`config.mk`:
```
export PLATFORM = sky130hd
export DESIGN_NAME = scan_obstacle_side_classifier
export DESIGN_NICKNAME = d
export VERILOG_FILES = /design/src/rtl/sosc_pkg.sv /design/src/rtl/sosc_track.sv /design/src/rtl/scan_obstacle_side_classifier.sv
export SDC_FILE = /design/constraint.sdc
export NUM_CORES = 1
export LEC_CHECK = 0
export BUFFER_PORTS_ARGS = -buffer_cell sky130_fd_sc_hd__buf_4
export CAP_MARGIN = 20
export CORE_MARGIN = 1.5
export CORE_UTILIZATION = 55
export CTS_BUF_LIST = sky130_fd_sc_hd__clkbuf_16
export CTS_CLUSTER_DIAMETER = 50
export DETAILED_ROUTE_END_ITERATION = 10
export PLACE_DENSITY_LB_ADDON = 0.05
export RECOVER_POWER = 25
export SETUP_SLACK_MARGIN = 0.1
export SLEW_MARGIN = 25
export SYNTH_ARGS = -nofsm -noshare
export SYNTH_HDL_FRONTEND = slang
export SYNTH_SLANG_ARGS = --single-unit
```
`constraint.sdc`:
```
create_clock -name clk_i -period 6.3 [get_ports clk_i]
set_input_delay 0.945 -clock clk_i [delete_from_list [all_inputs] [get_ports clk_i]]
set_output_delay 0.945 -clock clk_i [all_outputs]
set_load 0.1 [all_outputs]
```
`src/rtl/sosc_pkg.sv`:
```
// Shared types, codes and constants of the scan obstacle side classifier.
`default_nettype none

package sosc_pkg;

  localparam int RangeW      = 16;
  localparam int AngleW      = 10;
  localparam int ClassW      = 3;
  localparam int CfgIdxW     = 1;
  localparam int CfgDataW    = 16;
  localparam int MaxBeamsDef = 1024;

  // Stream packing widths (tdata padded to whole bytes).
  localparam int InDataW  = 24;
  localparam int InUserW  = 2;
  localparam int OutDataW = 8;

  localparam logic [RangeW-1:0] NearLimitRst = 16'd605;
  localparam logic [AngleW-1:0] ZeroAngleRst = 10'd512;

  localparam logic [CfgIdxW-1:0] CFG_NEAR_LIMIT = 1'b0;
  localparam logic [CfgIdxW-1:0] CFG_ZERO_ANGLE = 1'b1;

  localparam logic OP_BEAM = 1'b0;
  localparam logic OP_BUMP = 1'b1;

  typedef enum logic [ClassW-1:0] {
    CLS_NONE = 3'd0,
    CLS_NEG  = 3'd1,
    CLS_POS  = 3'd2,
    CLS_BOTH = 3'd3,
    CLS_HIT  = 3'd4
  } class_e;

  typedef enum logic [2:0] {
    PH_SEARCH = 3'b001,
    PH_TRACK  = 3'b010,
    PH_SKIP   = 3'b100
  } phase_e;

  typedef struct packed {
    logic              op;
    logic [RangeW-1:0] range_mm;
    logic              no_return;
    logic              last_beam;
    logic              bump_pressed;
  } item_t;

  typedef struct packed {
    logic [RangeW-1:0] near_limit_mm;
    logic [AngleW-1:0] zero_angle_beam;
  } cfg_t;

endpackage

`default_nettype wire

```
`src/rtl/sosc_track.sv`:
```
// Run tracker and per-scan side flags; classifies the scan at its last beam.
`default_nettype none

module sosc_track #(
  parameter int MaxBeams = sosc_pkg::MaxBeamsDef
) (
  input  wire logic           clk_i,
  input  wire logic           rst_ni,
  input  wire logic           step_i,
  input  wire sosc_pkg::item_t item_i,
  input  wire sosc_pkg::cfg_t  cfg_i,
  output sosc_pkg::class_e     class_o
);
  import sosc_pkg::*;

  localparam int IdxW = $clog2(MaxBeams);
  localparam int CmpW = (IdxW > AngleW) ? IdxW : AngleW;
  localparam logic [IdxW-1:0] IdxMax = IdxW'(MaxBeams - 1);

  phase_e            phase_q, phase_d;
  logic [RangeW-1:0] least_range_q, least_range_d;
  logic [IdxW-1:0]   least_index_q, least_index_d;
  logic [IdxW-1:0]   beam_index_q, beam_index_d;
  logic              neg_q, neg_d, pos_q, pos_d;
  logic              bump_q, bump_d;

  logic is_near;
  logic neg_now;
  logic neg_end;
  logic pos_end;
  logic [CmpW-1:0] zero_ext;

  assign is_near  = !item_i.no_return && (item_i.range_mm < cfg_i.near_limit_mm);
  assign zero_ext = CmpW'(cfg_i.zero_angle_beam);
  assign neg_now  = CmpW'(least_index_q) < zero_ext;

  always_comb begin
    phase_d       = phase_q;
    least_range_d = least_range_q;
    least_index_d = least_index_q;
    beam_index_d  = beam_index_q;
    neg_d         = neg_q;
    pos_d         = pos_q;
    bump_d        = bump_q;
    neg_end       = neg_q;
    pos_end       = pos_q;
    class_o       = CLS_NONE;

    if (step_i && item_i.op == OP_BUMP) begin
      bump_d = item_i.bump_pressed;
    end else if (step_i) begin
      case (phase_q)
        PH_TRACK: begin
          if (is_near) begin
            if (item_i.range_mm <= least_range_q) begin
              least_range_d = item_i.range_mm;
              least_index_d = beam_index_q;
            end else begin
              // run ended on a rising reading: place it by its minimum
              neg_d   = neg_q | neg_now;
              pos_d   = pos_q | !neg_now;
              phase_d = PH_SKIP;
            end
          end
        end
        PH_SKIP: begin
          if (!is_near) phase_d = PH_SEARCH;
        end
        default: begin
          phase_d = PH_SEARCH;
          if (is_near) begin
            least_range_d = item_i.range_mm;
            least_index_d = beam_index_q;
            phase_d       = PH_TRACK;
          end
        end
      endcase

      if (beam_index_q != IdxMax) beam_index_d = beam_index_q + IdxW'(1);

      // count a run still open at the last beam
      neg_end = neg_d;
      pos_end = pos_d;
      if (phase_d == PH_TRACK) begin
        if (CmpW'(least_index_d) < zero_ext) neg_end = 1'b1;
        else                                 pos_end = 1'b1;
      end

      if (bump_q)                class_o = CLS_HIT;
      else if (neg_end && pos_end) class_o = CLS_BOTH;
      else if (neg_end)          class_o = CLS_NEG;
      else if (pos_end)          class_o = CLS_POS;
      else                       class_o = CLS_NONE;

      if (item_i.last_beam) begin
        phase_d       = PH_SEARCH;
        least_range_d = '0;
        least_index_d = '0;
        beam_index_d  = '0;
        neg_d         = 1'b0;
        pos_d         = 1'b0;
      end
    end
  end

  always_ff @(posedge clk_i or negedge rst_ni) begin
    if (!rst_ni) begin
      phase_q       <= PH_SEARCH;
      least_range_q <= '0;
      least_index_q <= '0;
      beam_index_q  <= '0;
      neg_q         <= 1'b0;
      pos_q         <= 1'b0;
      bump_q        <= 1'b0;
    end else begin
      phase_q       <= phase_d;
      least_range_q <= least_range_d;
      least_index_q <= least_index_d;
      beam_index_q  <= beam_index_d;
      neg_q         <= neg_d;
      pos_q         <= pos_d;
      bump_q        <= bump_d;
    end
  end

endmodule

`default_nettype wire

```
`src/rtl/scan_obstacle_side_classifier.sv`:
```
// Top level of the scan obstacle side classifier: stream ports, config, pipeline.
// Usage:
//   Slave stream carries one transaction per beam or bumper event. tuser[0] is
//   the op (0 beam, 1 bumper), tuser[1] the no-return flag, tlast marks the
//   final beam of a scan; tdata holds range_mm in [15:0] and bump_pressed in [16].
//   Master stream carries one transaction per scan, issued on the last beam:
//   tdata[2:0] is the class (none, negative side, positive side, both, hit abort).
//   Config port: write cfg_wdata_i into register cfg_idx_i when cfg_we_i is high
//   (0 near limit in mm, 1 first beam index of the positive side). Write only
//   while the block is idle.
// Timing:
//   One transaction per cycle unless a last beam waits on a full output register.
//   A beam is captured in the input register and then runs one compare/update
//   pass, which for a last beam also loads the output register driving m_axis_tvalid.
// Reset:
//   Clears scan state, bumper latch, both pipeline valids and restores the
//   register defaults (605 mm, beam 512).
// Backpressure:
//   A waiting result holds on the output register; beams and bumper events that
//   make no result keep flowing under it. Only a second last beam stalls.
`default_nettype none

module scan_obstacle_side_classifier #(
  parameter int MaxBeams = sosc_pkg::MaxBeamsDef
) (
  input  wire logic                          clk_i,
  input  wire logic                          rst_ni,
  // config write port
  input  wire logic                          cfg_we_i,
  input  wire logic [sosc_pkg::CfgIdxW-1:0]  cfg_idx_i,
  input  wire logic [sosc_pkg::CfgDataW-1:0] cfg_wdata_i,
  // slave stream
  input  wire logic                          s_axis_tvalid,
  output logic                               s_axis_tready,
  input  wire logic [sosc_pkg::InDataW-1:0]  s_axis_tdata,  // range_mm, bump_pressed, pad
  input  wire logic [sosc_pkg::InUserW-1:0]  s_axis_tuser,  // op, no_return
  input  wire logic                          s_axis_tlast,
  // master stream
  output logic                               m_axis_tvalid,
  input  wire logic                          m_axis_tready,
  output logic [sosc_pkg::OutDataW-1:0]      m_axis_tdata   // obstacle_class, pad
);
  import sosc_pkg::*;

  cfg_t   cfg_q;
  item_t  in_q;
  logic   in_valid_q;
  logic   out_valid_q;
  class_e out_class_q;
  class_e trk_class;

  logic s_accept;
  logic gives_result;
  logic proc_fire;

  // config registers; both indexes are decoded, so the default arm is never taken
  always_ff @(posedge clk_i or negedge rst_ni) begin
    if (!rst_ni) begin
      cfg_q.near_limit_mm   <= NearLimitRst;
      cfg_q.zero_angle_beam <= ZeroAngleRst;
    end else if (cfg_we_i) begin
      case (cfg_idx_i)
        CFG_NEAR_LIMIT: cfg_q.near_limit_mm   <= cfg_wdata_i[RangeW-1:0];
        CFG_ZERO_ANGLE: cfg_q.zero_angle_beam <= cfg_wdata_i[AngleW-1:0];
        default: ;
      endcase
    end
  end

  // Only a last beam produces a result, so only it waits on the output register.
  assign gives_result  = (in_q.op == OP_BEAM) && in_q.last_beam;
  assign proc_fire     = in_valid_q && (!gives_result || !out_valid_q || m_axis_tready);
  assign s_axis_tready = !in_valid_q || proc_fire;
  assign s_accept      = s_axis_tvalid && s_axis_tready;

  always_ff @(posedge clk_i or negedge rst_ni) begin
    if (!rst_ni) begin
      in_valid_q <= 1'b0;
    end else if (s_accept) begin
      in_valid_q <= 1'b1;
    end else if (proc_fire) begin
      in_valid_q <= 1'b0;
    end
  end

  // input payload register: no reset needed
  always_ff @(posedge clk_i) begin
    if (s_accept) begin
      in_q.op           <= s_axis_tuser[0];
      in_q.no_return    <= s_axis_tuser[1];
      in_q.range_mm     <= s_axis_tdata[RangeW-1:0];
      in_q.bump_pressed <= s_axis_tdata[RangeW];
      in_q.last_beam    <= s_axis_tlast;
    end
  end

  sosc_track #(
    .MaxBeams(MaxBeams)
  ) u_track (
    .clk_i  (clk_i),
    .rst_ni (rst_ni),
    .step_i (proc_fire),
    .item_i (in_q),
    .cfg_i  (cfg_q),
    .class_o(trk_class)
  );

  // output register: load a fresh class, drop a taken one
  always_ff @(posedge clk_i or negedge rst_ni) begin
    if (!rst_ni) begin
      out_valid_q <= 1'b0;
    end else if (proc_fire && gives_result) begin
      out_valid_q <= 1'b1;
    end else if (m_axis_tready) begin
      out_valid_q <= 1'b0;
    end
  end

  always_ff @(posedge clk_i) begin
    if (proc_fire && gives_result) out_class_q <= trk_class;
  end

  assign m_axis_tvalid = out_valid_q;
  assign m_axis_tdata  = {{(OutDataW-ClassW){1'b0}}, out_class_q};

endmodule

`default_nettype wire

```
==> results list, run 1 <==
- The flow ran to the end, but the final reports show violations.
* Violations in the final reports: max-capacitance violations, max-slew violations
- Grouping stages by cell kind, the critical path spends the most delay in compound AO/OA/AOI/OAI gates.
- Post-route clock period utilization: 72.6%
- Count of port buffers added during placement: 46
- Each instance of the synthesized netlist takes up on average 11.2 um^2.
- Portion of synthesized cell area occupied by the leading cell type: a little under a third
* Max Clk Rate: between 200 and 250 MHz
* First-pass GRT wire length: 16500 um
* Root buffer cell: sky130_fd_sc_hd__clkbuf_16
- Cell chain of the critical path: ha_1 -> a21oi_1 -> nand2_1 -> a2111oi_0 -> o211ai_1 -> a211oi_4 -> buf_4 -> mux2_4 -> ha_1 -> a21oi_1 -> nor2b_1 -> o21ai_0 -> nand2b_1 -> a211oi_1 -> o21ai_0 -> a31oi_2 -> o41ai_2
* Final Hold Fails: 0
- Delay contributed by the slowest stage of the critical path: roughly 0.49 ns
- Worst-path cell with the longest stage delay: sky130_fd_sc_hd__a211oi_4
- Top fanout value on the critical path: 8
* Slew @ Worst Pin: 3.76 ns
* Number of hold-repair buffers added at the cts stage: 0
* Type of the worst setup path: register to register
- Die Ht: about 98 um
- Insertion delay to the later sink of the worst-skew pair: 0.33 ns
- Area contributors post-synth: sky130_fd_sc_hd__dfrtp_1 31%, sky130_fd_sc_hd__edfxtp_1 14%, sky130_fd_sc_hd__ha_1 13%, sky130_fd_sc_hd__dfstp_2 4.3%, sky130_fd_sc_hd__inv_1 3.5%
- In the final design database the tool counted about 590 nets.
- Total number of yosys warnings: 0
* H-tree level count: 3
- Detailed placement ended at an HPWL of 7110 um.
* Worst setup skew after layout: 0.00766 ns
- DR DRC count: 0
- Clock tree synthesis inserted a total of 9 buffers.
- The initial antenna violation count came to 0.
- Top-level I/O count: between 50 and 60
- Max-slew violation count: roughly 70
- From synthesis to final layout, the design area changed by 13.2%.
- Most used standard cell by instance count after synthesis: sky130_fd_sc_hd__dfrtp_1
- At the worst endpoint, the required time is 6.36 ns.
* Number of vias per cell after detailed routing: 5.66
- Total iterations of the first detailed-routing run: 4
* CP Capture Type: register
* Reported leakage power: 2.55 nW
- Postcts setup bufs: 0
- Clock edge transition at the registers on the reported setup and hold paths: 0.06 ns
- Starting density of the core: 56.7%
- The die is 97.8 um wide.
- The die covers 9570 um^2.
* Total of cells resized after clock tree synthesis: 0
- PwrDens: 262 nW/um^2
- Routed len/inst: 16.3 um
- For this run, the leading register cell type out of synthesis is sky130_fd_sc_hd__dfrtp_1.
- Synthesis produced a netlist whose cell count is 440.
- The number of global-route vias before repair is 3442.
- Startpoint type of the worst setup path: register
* Number of failing setup endpoints in the final timing report: 0
- The total overflow left after global routing is 0.
* CTS sink cnt: 93
- Async set-reset flop share out of synthesis: ~75%
- Core footprint: 8720 um^2
* Minimum clock period after layout: 4.57 ns
- Kind of path behind the tightest hold check: register to register
- Final wirelength: roughly 9800 um
* Arrival time at the worst endpoint: 4.63 ns
* Cell area after synthesis: between 4000 and 5000 um^2
- The detail route stage leaves a number of antenna-violating nets equal to 0.
* Drt first-iter violations: 174
- Summing the sequential cell areas from Yosys gives 49.6% of the chip area.
* Number of enable flip-flop cells after synthesis: 23
- In this run the core area contains 34 standard-cell rows.
* Weighted congestion reported at the end of routability-driven placement: 0.851
- Number of max-capacitance violations reported: 1
- Headroom to the max-slew limit: -151%
- Top cell type by total area after synthesis: sky130_fd_sc_hd__dfrtp_1
* Share of cells above drive strength 1: 20.3%
* Sum of buffers and inverters on the critical path: 1
- Entering global routing, the biggest net connects 71 pins.
- After layout, the design draws a total of approximately 1.5 mW.
* Number of vias in the routed layout: 3393
* Setup Total Neg Slack: 0 ns
- Top cells by count, synth: 62 x sky130_fd_sc_hd__dfrtp_1, 50 x sky130_fd_sc_hd__ha_1, 46 x sky130_fd_sc_hd__inv_1
* #FFs+latches synth: 93
- 0 antenna diodes ended up in the layout.
* Count of different cell masters after synthesis: 51
- Number of buffers on the longest clock path: 2
- CTS tree: built
- Setup repair after global routing left no endpoint under its margin.
* Number of filler instances in the final layout: slightly below 700
* Total global-route track usage: 21.9%
* Max rail drop VDD: between 0.00015 and 0.0002 V
[sequential cells by signal, summed over array words and instances (netlist names)]
signal                 flops
in_valid_q                 1
u_track.neg_q              1
cfg_q                     26
u_track.bump_q             1
u_track.beam_index_q      10
u_track.least_index_q     10
out_class_q                3
u_track.pos_q              1
in_q                      20
m_axis_tvalid              1
u_track.phase_q            3
u_track.least_range_q     16
[layer usage]
layer  track usage [%]  vias up  wire [um]
li1                  -     1669          -
met2              32.5       70       4340
met5                 0        -          0
met3              3.79       14        327
met4              7.80        0        153
met1              32.5     1640       4970
[worst paths after layout]
check                                   start                              endpoint  slack, ns  cells after the start
min in group asynchronous              rst_ni                 cfg_q[25]$_DFFE_PN0P_       1.90                      1
setup / recovery           in_q[17]$_DFFE_PP_          out_class_q[1]$_SDFFCE_PP0P_       1.73                     17
setup reg to reg           in_q[17]$_DFFE_PP_          out_class_q[1]$_SDFFCE_PP0P_       1.73                     17
hold reg to reg             in_q[0]$_DFFE_PP_            u_track.bump_q$_DFFE_PN0P_       0.48                      1
hold / removal              in_q[0]$_DFFE_PP_            u_track.bump_q$_DFFE_PN0P_       0.48                      1
max in group asynchronous              rst_ni  u_track.least_range_q[4]$_DFFE_PN0P_       2.27                      1
[cell families (layout without fill, tap and decap cells)]
logic type / after synthesis / after routing / synth area share [%]
other cells: 1 / 5 / 0.0759
xor+xnor: 5 / 5 / 0.886
fa+ha+maj: 50 / 50 / 12.7
buf+inv: 62 / 110 / 5.95
compound gates: 101 / 101 / 14.5
flops: 93 / 93 / 49.6
simple gates: 106 / 106 / 10.8
mux: 22 / 22 / 5.62
[placed cells by master, fill, tap and decap left out, types with 9 or more instances in the layout]
master,netlist,final
sky130_fd_sc_hd__nand2_1,37,37
sky130_fd_sc_hd__a32o_1,9,9
sky130_fd_sc_hd__a21oi_1,20,20
sky130_fd_sc_hd__inv_1,46,50
sky130_fd_sc_hd__edfxtp_1,23,23
sky130_fd_sc_hd__dfrtp_1,62,62
sky130_fd_sc_hd__clkbuf_4,0,20
sky130_fd_sc_hd__a22o_1,18,18
sky130_fd_sc_hd__o21ai_0,30,30
sky130_fd_sc_hd__clkbuf_16,0,9
sky130_fd_sc_hd__nand4_1,10,10
sky130_fd_sc_hd__mux2_2,14,14
sky130_fd_sc_hd__buf_4,5,27
sky130_fd_sc_hd__nor2_1,18,18
sky130_fd_sc_hd__ha_1,50,50
[power by group]
part	internal [mW]	switching [mW]	leakage, nW	total, mW
combinational	0.113	0.156	1.29	0.269
sequential	0.680	0.0353	1.12	0.715
clock	0.263	0.220	0.141	0.483
total	1.06	0.412	2.55	1.47
[layout make-up]
cell class | instances | area (um^2) | area share (%)
Inverter | 46 | 173 | 3.09
Clock inverter | 7 | 37.5 | 0.671
Multi-Input combinational cell | 289 | 2210 | 39.6
Clock buffer | 9 | 225 | 4.03
Timing Repair Buffer | 48 | 357 | 6.37
Sequential cell | 93 | 2450 | 43.8
Tap cell | 108 | 135 | 2.42
[stage by stage]
| step | setup WS (ns) | util [%] | hold slack [ns] | std cells | instance area [um^2] |
|---|---|---|---|---|---|
| 6_report | 1.73 | 64.1 | 0.485 | 600 | 5590 |
| 2_1_floorplan | 2.47 | - | 0.455 | 444 | 4960 |
| 3_3_place_gp | 1.67 | 61.2 | 0.462 | 584 | 5340 |
| 3_5_place_dp | 1.76 | 61.2 | 0.474 | 584 | 5340 |
| 5_1_grt | 1.26 | 64.1 | 0.489 | 600 | 5590 |
| 4_1_cts | 1.72 | 64.2 | 0.489 | 600 | 5600 |
Power figures use the tool's default switching activity.
==> inputs of run 2 (changes only) <==
==> constraint.sdc (replaced) <==
create_clock -name clk_i -period 4.43 [get_ports clk_i]
set_input_delay 0.6645 -clock clk_i [delete_from_list [all_inputs] [get_ports clk_i]]
set_output_delay 0.6645 -clock clk_i [all_outputs]
set_load 0.1 [all_outputs]
==> run 2 against run 1 <==
  * The run still ends with max-capacitance violations, max-slew violations left
  * Fmax up 11%
  * Sequential power is 43% higher
  * First-iteration DRC count rose by 3.4%
  * Die area is the same
  * Cell area is 3.3% higher
==> results list, run 2 (synthesis gave the netlist of run 1 again) <==
* Number of buffers on the longest clock path: 2
- Clock-pin slew was measured on the worst setup and hold paths at 0.07 ns.
- Violations in the final reports: max-capacitance violations, max-slew violations
- Leading registers by flop count: cfg_q: 26 flops, in_q: 20 flops, u_track.least_range_q: 16 flops
- The number of antenna diodes in the final layout is 0.
- Entering global routing, the biggest net connects 71 pins.
* Max rail drop VDD: 0.000205 V
- The worst setup path is launched from a register.
- In the final layout, the multi-input gates occupy 2260 um^2.
- Initial antenna violation count: 0
- Worst hold-check slack: 0.479 ns
- The flow ran to the end, but the final reports show violations.
- Leading cell type in the layout, fill and taps excluded: sky130_fd_sc_hd__dfrtp_1
- H-tree level count: 3
- In the final routed layout, each cell accounts on average for 16.4 um.
- Count of port buffers added during placement: 46
- Global routing finished with a remaining overflow of 0.
- Excluding fillers, the count of instances in the completed layout stands at 611.
- Weighted congestion reported at the end of routability-driven placement: 0.837
* Post-route clock period utilization: 93.2%
- In the routed design, unresolved DRC markers number 0.
- Die Ht: 97.8 um
* Final Hold Fails: 0
- Top-level I/O count: 59
- Cts bufs inserted: 9
* Root buffer cell: sky130_fd_sc_hd__clkbuf_16
- Across the run, the number of max-cap violations was 1.
- The analysis attributes to cell leakage a power of roughly 2.6 nW.
- For the worst setup path, the data arrival time is 4.21 ns.
- Req. time, crit path: 4.51 ns
- cfg_q holds more flip-flops than any other register.
* Number of failing setup endpoints in the final timing report: 0
- Top fanout value on the critical path: 5
- The initial utilization of the core area, before any placement, comes to 56.7%.
- Area of the die: 9570 um^2
- Placed cells: 591
- The number of hold buffers added after CTS was 0.
* Max Clk Rate: between 200 and 250 MHz
- Drt first-iter violations: 180
- Number of vias in the routed layout: 3477
* Number of rows in the core area: 34
- Counting every sink on the clock net gives 93.
- Post-route antenna net violation count: 0
- Summing all flip-flop and latch instances after layout gives 2450 um^2.
- Cells fill 66.2% of the core in the end.
* Type of the worst setup path: register to register
- Number of global-route vias before repair: 3560
- Total global-route track usage: 22.5%
- The die is between 90 and 100 um wide.
* Max-slew violation count: around 70
* Number of nets in the final layout: ~600
- Total design power: 2.26 mW
- The first detailed-routing pass took 4 iterations.
- For the pin with the worst max-slew slack, the measured transition is 1.78 ns.
- The floorplan step defined a core boundary enclosing 8720 um^2.
* Number of flip-flops under the largest register name: 26
- Number of vias per cell after detailed routing: 5.69
- Kind of path behind the tightest hold check: register to register
* Worst setup skew after layout: ~0.0053 ns
* Headroom to the max-slew limit: -18.7%
- For the final routed database, the setup TNS stands at 0 ns.
* PwrDens: ~400 nW/um^2
- The worst setup path is captured at a register.
- Final wirelength: 10000 um
- Insertion delay to the later sink of the worst-skew pair: 0.33 ns
- From synthesis to final layout, the design area changed by 16.9%.
* CTS tree: built
- Setup repair after global routing left no endpoint under its margin.
- Of the cells placed in the final design, the portion with a size suffix greater than 1 is between 20% and 30%.
- The layout has 658 filler cells.
- Minimum clock period after layout: 4.13 ns
* First-pass GRT wire length: 17100 um
- The top cell types in the final layout, fill and taps aside, are 62 x sky130_fd_sc_hd__dfrtp_1, 48 x sky130_fd_sc_hd__ha_1, 46 x sky130_fd_sc_hd__inv_1, 37 x sky130_fd_sc_hd__nand2_1, 36 x sky130_fd_sc_hd__buf_4.
- Placed wire-length estimate after detailed placement: 7250 um
==> run 2: cell count changes in the layout (fill, tap and decap cells not counted), sizes merged <==
cell / previous run / this run
buf: 27 / 36
clkinvlp: 1 / 0
bufinv: 0 / 2
clkinv: 1 / 2
inv: 51 / 49
clkbuf: 30 / 32
==> run 2: final cells by class <==
class                           count  share of cell area [%]
Multi-Input combinational cell    289                    39.2
Clock buffer                        9                    3.90
Clock inverter                      7                    1.67
Inverter                           46                    2.99
Tap cell                          108                    2.34
Timing Repair Buffer               59                    7.49
Sequential cell                    93                    42.5
==> run 2: path summary, 6_finish.rpt <==
check / from / end / slack (ns) / cells after the start
worst max-delay path: in_q[16]$_DFFE_PP_ / out_class_q[1]$_SDFFCE_PP0P_ / 0.30 / 17
worst min-delay path: in_q[0]$_DFFE_PP_ / u_track.bump_q$_DFFE_PN0P_ / 0.48 / 1
worst max register to register: in_q[16]$_DFFE_PP_ / out_class_q[1]$_SDFFCE_PP0P_ / 0.30 / 17
worst min register to register: in_q[0]$_DFFE_PP_ / u_track.bump_q$_DFFE_PN0P_ / 0.48 / 1
max in group asynchronous: rst_ni / u_track.least_range_q[13]$_DFFE_PN0P_ / 2.57 / 1
min in group asynchronous: rst_ni / cfg_q[25]$_DFFE_PN0P_ / 0.80 / 1
==> run 2: stage by stage <==
| step | instance area [um^2] | setup WS (ns) |
|---|---|---|
| 2_1_floorplan | 4960 | 0.598 |
| 3_3_place_gp | 5390 | 0.0576 |
| 3_5_place_dp | 5390 | -0.00257 |
| 4_1_cts | 5710 | 0.105 |
| 5_1_grt | 5780 | 0.0743 |
| 6_report | 5780 | 0.300 |
==> run 2: report_power, final <==
group          switching [mW]  internal, mW
clock                   0.338         0.498
combinational           0.234         0.178
sequential             0.0502         0.966
total                   0.622          1.64
==> run 2: per-layer routing <==
metal	vias up	track usage, %	part of all wire (%)	routed length [um]
li1	1688	-	-	-
met3	11	4.01	4.5	454
met2	96	34.7	45	4480
met1	1682	33.1	50	4970
met5	-	0	0	0
met4	0	6.15	1.0	105
==> run 2: timing repair <==
action                                 in CTS  in global routing
endpoints found under the hold margin       0                  0
buffers inserted                            0                  4
gates resized for setup                     1                  8
pin swaps                                   1                  2
cloned                                      0                  0
setup endpoints to repair                   2                  2
==> run 2: critical path, stage by stage, from the launching register on <==
cell	delay (ns)
sky130_fd_sc_hd__edfxtp_1	0.42
sky130_fd_sc_hd__ha_1	0.34
sky130_fd_sc_hd__nand4_1	0.15
sky130_fd_sc_hd__nor2_1	0.11
sky130_fd_sc_hd__a2111oi_4	0.35
sky130_fd_sc_hd__buf_4	0.16
sky130_fd_sc_hd__o211ai_1	0.13
sky130_fd_sc_hd__a211oi_4	0.39
sky130_fd_sc_hd__buf_4	0.19
sky130_fd_sc_hd__buf_4	0.16
sky130_fd_sc_hd__mux2_4	0.32
sky130_fd_sc_hd__ha_1	0.29
sky130_fd_sc_hd__o21ai_1	0.08
sky130_fd_sc_hd__nand2b_1	0.06
sky130_fd_sc_hd__a211oi_1	0.23
sky130_fd_sc_hd__o21ai_1	0.14
sky130_fd_sc_hd__a31oi_2	0.25
sky130_fd_sc_hd__o41ai_2	0.11
